`config.mk`:
```
export PLATFORM = sky130hd
export DESIGN_NAME = rca_lane
export DESIGN_NICKNAME = d
export VERILOG_FILES = /design/src/hw/rtl/rca_pkg.sv /design/src/hw/rtl/rca_modred.sv /design/src/hw/rtl/rca_lane.sv
export SDC_FILE = /design/constraint.sdc
export NUM_CORES = 2
export LEC_CHECK = 0
export BUFFER_PORTS_ARGS = -buffer_cell sky130_fd_sc_hd__buf_2
export CAP_MARGIN = 5
export CORE_MARGIN = 5
export CORE_UTILIZATION = 40
export DETAILED_ROUTE_END_ITERATION = 8
export MAX_ROUTING_LAYER = met4
export SYNTH_ARGS = -nofsm -noshare
export SYNTH_HDL_FRONTEND = slang
export SYNTH_SLANG_ARGS = --single-unit
```
`constraint.sdc`:
```
create_clock -name clock -period 17.1 [get_ports clock]
set_input_delay 3.42 -clock clock [delete_from_list [all_inputs] [get_ports clock]]
set_output_delay 3.42 -clock clock [all_outputs]
set_load 0.005 [all_outputs]
```
`src/hw/rtl/rca_pkg.sv`:
```
// ----------------------------------------------------------------------------
// rca_pkg
// Shared types, widths, op codes and register indexes for the residue
// channel arithmetic unit.
// ----------------------------------------------------------------------------
`default_nettype none

package rca_pkg;

   localparam int RCA_CHANNELS  = 4;
   localparam int RCA_RES_BITS  = 16;
   localparam int RCA_VAL_BITS  = 32;
   // dividend width of the final reduction: a full product or a binary value
   localparam int RCA_RED_BITS  = (2 * RCA_RES_BITS > RCA_VAL_BITS) ?
                                  2 * RCA_RES_BITS : RCA_VAL_BITS;
   // operand reduction, op stage, final reduction
   localparam int RCA_LANE_LAT  = RCA_RES_BITS + 1 + RCA_RED_BITS;
   localparam int RCA_CSR_BITS  = 3;
   localparam int RCA_CNT_BITS  = 3;

   localparam logic [1:0] OP_CONVERT  = 2'd0;
   localparam logic [1:0] OP_ADD      = 2'd1;
   localparam logic [1:0] OP_SUBTRACT = 2'd2;
   localparam logic [1:0] OP_MULTIPLY = 2'd3;

   localparam logic [RCA_CSR_BITS-1:0] REG_MODULUS_0     = 3'd0;
   localparam logic [RCA_CSR_BITS-1:0] REG_MODULI_IN_USE = 3'd4;

   localparam logic [RCA_CNT_BITS-1:0] MODULI_IN_USE_RESET = 3'd4;

   typedef struct packed {
      logic [1:0]              op;
      logic [RCA_VAL_BITS-1:0] binary_value;
      logic [RCA_RES_BITS-1:0] lhs_res_0;
      logic [RCA_RES_BITS-1:0] lhs_res_1;
      logic [RCA_RES_BITS-1:0] lhs_res_2;
      logic [RCA_RES_BITS-1:0] lhs_res_3;
      logic [RCA_RES_BITS-1:0] rhs_res_0;
      logic [RCA_RES_BITS-1:0] rhs_res_1;
      logic [RCA_RES_BITS-1:0] rhs_res_2;
      logic [RCA_RES_BITS-1:0] rhs_res_3;
   } req_data_type;

   typedef struct packed {
      logic [RCA_RES_BITS-1:0] out_res_0;
      logic [RCA_RES_BITS-1:0] out_res_1;
      logic [RCA_RES_BITS-1:0] out_res_2;
      logic [RCA_RES_BITS-1:0] out_res_3;
   } rsp_data_type;

   function automatic logic [RCA_RES_BITS-1:0] modulus_reset(input int idx);
      logic [RCA_RES_BITS-1:0] val;
      case (idx)
         0: val = RCA_RES_BITS'(251);
         1: val = RCA_RES_BITS'(253);
         2: val = RCA_RES_BITS'(255);
         default: val = RCA_RES_BITS'(256);
      endcase
      return val;
   endfunction

endpackage

`default_nettype wire

```
`src/hw/rtl/rca_modred.sv`:
```
// ----------------------------------------------------------------------------
// rca_modred
// Pipelined restoring remainder: one dividend bit per stage, MSB first.
// ----------------------------------------------------------------------------
`default_nettype none

module rca_modred import rca_pkg::*; #(
   parameter int DIV_BITS = RCA_VAL_BITS,
   parameter int RES_BITS = RCA_RES_BITS
) (
   input  wire logic                clock,
   input  wire logic                enable,
   input  wire logic [DIV_BITS-1:0] dividend,
   input  wire logic [RES_BITS-1:0] modulus,
   output logic      [RES_BITS-1:0] remainder
);

   logic [RES_BITS-1:0] rem_ff [DIV_BITS];
   logic [DIV_BITS-1:0] div_ff [DIV_BITS];

   genvar k;
   generate
      for (k = 0; k < DIV_BITS; k++) begin : g_stage
         logic [RES_BITS-1:0] rem_prev;
         logic [DIV_BITS-1:0] div_prev;
         logic [RES_BITS:0]   trial;
         logic [RES_BITS:0]   diff;
         logic [RES_BITS-1:0] rem_in;

         if (k == 0) begin : g_first
            assign rem_prev = '0;
            assign div_prev = dividend;
         end else begin : g_next
            assign rem_prev = rem_ff[k-1];
            assign div_prev = div_ff[k-1];
         end

         always_comb begin
            trial = {rem_prev, div_prev[DIV_BITS-1-k]};
            diff  = trial - {1'b0, modulus};
            if (trial >= {1'b0, modulus}) begin
               rem_in = diff[RES_BITS-1:0];
            end else begin
               rem_in = trial[RES_BITS-1:0];
            end
         end

         always_ff @(posedge clock) begin
            if (enable) begin
               rem_ff[k] <= rem_in;
               div_ff[k] <= div_prev;
            end
         end
      end
   endgenerate

   assign remainder = rem_ff[DIV_BITS-1];

endmodule

`default_nettype wire

```
`src/hw/rtl/rca_lane.sv`:
```
// ----------------------------------------------------------------------------
// rca_lane
// One residue channel: reduce operands, apply the op, reduce the result.
// ----------------------------------------------------------------------------
`default_nettype none

module rca_lane import rca_pkg::*; #(
   parameter int RES_BITS = RCA_RES_BITS,
   parameter int VAL_BITS = RCA_VAL_BITS,
   parameter int RED_BITS = RCA_RED_BITS
) (
   input  wire logic                clock,
   input  wire logic                enable,
   input  wire logic [1:0]          op,
   input  wire logic [VAL_BITS-1:0] value,
   input  wire logic [RES_BITS-1:0] lhs,
   input  wire logic [RES_BITS-1:0] rhs,
   input  wire logic [RES_BITS-1:0] modulus,
   output logic      [RES_BITS-1:0] result
);

   logic [RES_BITS-1:0]   lhs_red;
   logic [RES_BITS-1:0]   rhs_red;
   logic [1:0]            op_ff  [RES_BITS];
   logic [VAL_BITS-1:0]   val_ff [RES_BITS];
   logic [RED_BITS-1:0]   dvd_ff;
   logic [RED_BITS-1:0]   dvd_in;
   logic [2*RES_BITS-1:0] prod;
   logic [RES_BITS:0]     sum;
   logic [RES_BITS:0]     dif;

   rca_modred #(.DIV_BITS(RES_BITS), .RES_BITS(RES_BITS)) u_red_lhs (
      .clock(clock), .enable(enable), .dividend(lhs), .modulus(modulus),
      .remainder(lhs_red)
   );

   rca_modred #(.DIV_BITS(RES_BITS), .RES_BITS(RES_BITS)) u_red_rhs (
      .clock(clock), .enable(enable), .dividend(rhs), .modulus(modulus),
      .remainder(rhs_red)
   );

   // op and value ride alongside the operand reduction
   always_ff @(posedge clock) begin
      if (enable) begin
         for (int i = 0; i < RES_BITS; i++) begin
            if (i == 0) begin
               op_ff[i]  <= op;
               val_ff[i] <= value;
            end else begin
               op_ff[i]  <= op_ff[i-1];
               val_ff[i] <= val_ff[i-1];
            end
         end
      end
   end

   // sums stay below 2m, so the final reduction finishes them too
   always_comb begin
      prod = {{RES_BITS{1'b0}}, lhs_red} * {{RES_BITS{1'b0}}, rhs_red};
      sum  = {1'b0, lhs_red} + {1'b0, rhs_red};
      dif  = {1'b0, lhs_red} + {1'b0, modulus} - {1'b0, rhs_red};
      case (op_ff[RES_BITS-1])
         OP_CONVERT:  dvd_in = RED_BITS'(val_ff[RES_BITS-1]);
         OP_ADD:      dvd_in = RED_BITS'(sum);
         OP_SUBTRACT: dvd_in = RED_BITS'(dif);
         default:     dvd_in = RED_BITS'(prod);
      endcase
   end

   always_ff @(posedge clock) begin
      if (enable) begin
         dvd_ff <= dvd_in;
      end
   end

   rca_modred #(.DIV_BITS(RED_BITS), .RES_BITS(RES_BITS)) u_red_out (
      .clock(clock), .enable(enable), .dividend(dvd_ff), .modulus(modulus),
      .remainder(result)
   );

endmodule

`default_nettype wire

```
==> summary.txt <==
Worst hold path
  – Worst Hold Class: register to register
  – Hold depth: 0
  – Hold-critical path endpoint: u_red_rhs.div_ff[0][86]
  – Hold path startpoint: u_red_rhs.div_ff[0][70]

Yosys
  – Mapped Area: between 100000 and 150000 µm²
  – Largest family of logic cells by synthesized area: adder cells
  – Avg Inst Size Synth: 12.4 µm²
  – Seq cells post-synth: 2336
  – Synth top cells by count: edfxtp_1 (2336), ha_1 (1119), a21oi_1 (734), nor2_1 (681), inv_1 (654)
  – Netlist cell types: 83
  – Primary FF master, synth: edfxtp_1
  – Synthesized instance count: roughly 11000
  – Share of the synthesized area in the top cell type: a little over half
  – Ys Warns: 0
  – Synth Area in Simple Gates: 8.91%
  – Most common cell in the synthesized netlist: edfxtp_1
  – Compound-cell area share of the yosys netlist: about 11%
  – Xor/xnor share of the synthesized area: just under 5%
  – Multiplexer area fraction after synthesis: roughly 6.5%
  – Cell taking the most area after synthesis: edfxtp_1
  – Fraction of the mapped netlist area in adder cells: roughly 14%
  – Ys async rst share: 0%
  – EDFF count, synth: about 2300
  – Dominant cells by area after synthesis: edfxtp_1 (52%), ha_1 (10%), mux2_2 (5.4%), fa_1 (4.0%), xnor2_1 (3.3%)
  – Sequential fraction of the synthesis area: a little over half
  – Post-synthesis net count: 12303

Critical path
  – Crit Path Category: register to register
  – CP Launch Type: register
  – WP data required: roughly 18000 ps
  – FF-to-FF path depth: 23
  – Worst path bufs/invs: 6
  – Largest fanout on the critical path: 17
  – Critical R2R Launch: u_red_rhs.rem_ff[1][120]
  – Reg2Reg Setup Slack: roughly 9000 ps
  – Critical path arrival: 8680 ps
  – Crit path capture type: register
  – Worst-path cell chain: ha_1 -> inv_1 -> fa_1 -> inv_1 -> fa_1 -> inv_1 -> fa_1 -> inv_1 -> fa_1 -> fa_1 -> inv_1 -> fa_1 -> inv_1 -> ha_1 -> a21o_1 -> a311o_1 -> nor3_1 -> a211oi_1 -> nor2_1 -> o21ai_0 -> a31oi_1 -> xor2_1 -> o21ai_0
  – Worst path max stage delay: about 1100 ps
  – Kind of cell adding the most delay to the critical path: adder cells
  – RR Endpoint: dvd_ff[30]
  – Slowest cell on the critical path: edfxtp_1

Clock tree
  – Hold-fix buffers, CTS: 0
  – Root buf cell: clkbuf_16
  – CTS tree: done
  – PostCTS Resize Cnt: 0
  – Maximum root-to-sink buffer count: 4
  – H-tree Lvls: 5
  – Clock sinks: around 2300
  – Num CTS Buffers: about 270
  – Post-CTS setup repair buffer count: 0
  – Register clock-pin slew on the reported worst setup and hold paths: 60 ps
  – Clock Latency Late Sink: between 900 and 1000 ps

Final layout
  – Area grow syn2layout: 11.2%
  – Final Net Count: around 13000
  – Fill cells: between 30000 and 40000
  – Layout cells sized above 1: a little under an eighth

STA
  – Final min period: 8120 ps
  – Total negative setup slack: 0 ps
  – Final setup skew: between 50 and 60 ps
  – Unrepaired setup endpoints after global routing: false
  – # setup viols final: 0
  – Slew HR: 19.8%
  – Max Fclk: approximately 120 MHz
  – Final Max Tran Viols: 0
  – Final period util: a little under half
  – Worst-margin pin slew: 1200 ps
  – Final Hold Viols: 0

Route
  – Routed vias: ~86000
  – Wire per inst: between 15 and 20 µm
  – DRC: 0
  – Vias/cell: 5.48
  – Routed Antenna Nets: 0
  – Pre-Repair DR Iteration Count: 6
  – First DRT Iteration DRCs: roughly 6000
  – Post-Route WL: just over 300 mm

Global routing
  – Total global-route track usage: 17.9%
  – Gr ovfl total: 0
  – First-pass GRT wire length: ~480 mm
  – Largest net degree at the start of global routing: 192
  – Antenna violations before repair: 6
  – Vias in the first global route: 86293

Floorplan
  – I/O pin total: 100
  – Starting Density: 40.1%
  – Die W: 590 µm
  – FP Rows: ~210
  – Die height: between 500 and 600 µm
  – Area of the die: between 300000 and 400000 µm²
  – Core area: between 300000 and 400000 µm²

Run status
  – Outcome: complete, no violations

Place
  – Placer congestion estimate: slightly above 0.9
  – HPWL Detailed: ~210 mm
  – Port Buffers: 99

Job
  – Max-cap violations: 0
[layer usage]
metal	part of all wire, %	up-vias	global-route usage, %
met5	0	-	-
met4	3.1	0	5.44
met3	4.4	599	1.98
met2	47	2100	29.1
met1	45	42281	23.6
li1	-	41175	-
[registers in the layout (all words and copies together) (netlist names)]
register          flops
u_red_out.div_ff    496
u_red_lhs.div_ff    120
val_ff              512
u_red_lhs.rem_ff    256
u_red_rhs.div_ff    120
u_red_out.rem_ff    512
op_ff                32
u_red_rhs.rem_ff    256
dvd_ff               32
[cell families after synthesis]
group / count (synthesis)
AO/OA/AOI/OAI: 2293
flip-flops: 2336
buffers and inverters: 828
AND/OR/NAND/NOR: 2449
multiplexers: 769
adder cells (fa/ha/maj): 1391
XOR/XNOR: 762
[how the worst max path moves through the flow]
stage	startpoint	depth (start not counted)	to
floorplan	modulus[1]	12	u_red_rhs.rem_ff[1][71]
global placement	modulus[1]	15	u_red_out.rem_ff[7][63]
detailed placement	modulus[1]	15	u_red_out.rem_ff[7][58]
CTS	u_red_rhs.rem_ff[1][120]	21	dvd_ff[30]
global route	u_red_rhs.rem_ff[1][120]	23	dvd_ff[30]
finish	u_red_rhs.rem_ff[1][120]	23	dvd_ff[30]
[worst register-to-register path, delay by kind of cell, from the launching register on]
| family | cells | cell delay [ps] |
|---|---|---|
| AO/OA/AOI/OAI | 6 | 1790 |
| XOR/XNOR | 1 | 90 |
| adder cells (fa/ha/maj) | 8 | 3640 |
| buffers and inverters | 6 | 500 |
| flip-flops | 1 | 1140 |
| AND/OR/NAND/NOR | 2 | 630 |
[area by class of cell]
cell class | count | area (µm²) | share of cell area (%)
Antenna cell | 3 | 7.51 | 0.00502
Sequential cell | 2336 | 70100 | 46.9
Clock inverter | 145 | 1540 | 1.03
Tap cell | 4407 | 5510 | 3.69
Clock buffer | 329 | 7190 | 4.81
Multi-Input combinational cell | 7664 | 61300 | 41.0
Inverter | 654 | 2490 | 1.67
Timing Repair Buffer | 192 | 1390 | 0.931
[placed cells by master, fill, tap and decap left out, types with 126 or more instances in the layout]
cell type,count
edfxtp_1,2336
ha_1,1119
a21oi_1,731
nor2_1,681
mux2_2,649
inv_1,639
nand2_1,544
o21ai_0,522
xnor2_1,501
clkbuf_16,280
fa_1,272
xor2_1,261
a21o_1,222
nor3_1,217
nor2b_1,166
nand4_1,151
nand2b_1,149
o21a_1,149
and2_1,132
nand3_1,126
[per-stage QoR]
stage | hold slack, ps | cells | setup WS (ps) | area (µm²) | utilization (%)
after detailed placement | 405 | 15253 | 8710 | 141000 | 41.9
final | 379 | 15730 | 8980 | 150000 | 44.5
after global routing | 381 | 15728 | 8660 | 150000 | 44.5
after CTS | 373 | 15727 | 9000 | 150000 | 44.5
after global placement | 400 | 15253 | 8690 | 141000 | 41.9
after floorplan | 400 | 10828 | 9300 | 135000 | -
Power is left out: the tool's default activity adds up to more than one toggle a clock period on the data nets, which glitch-free logic cannot reach.
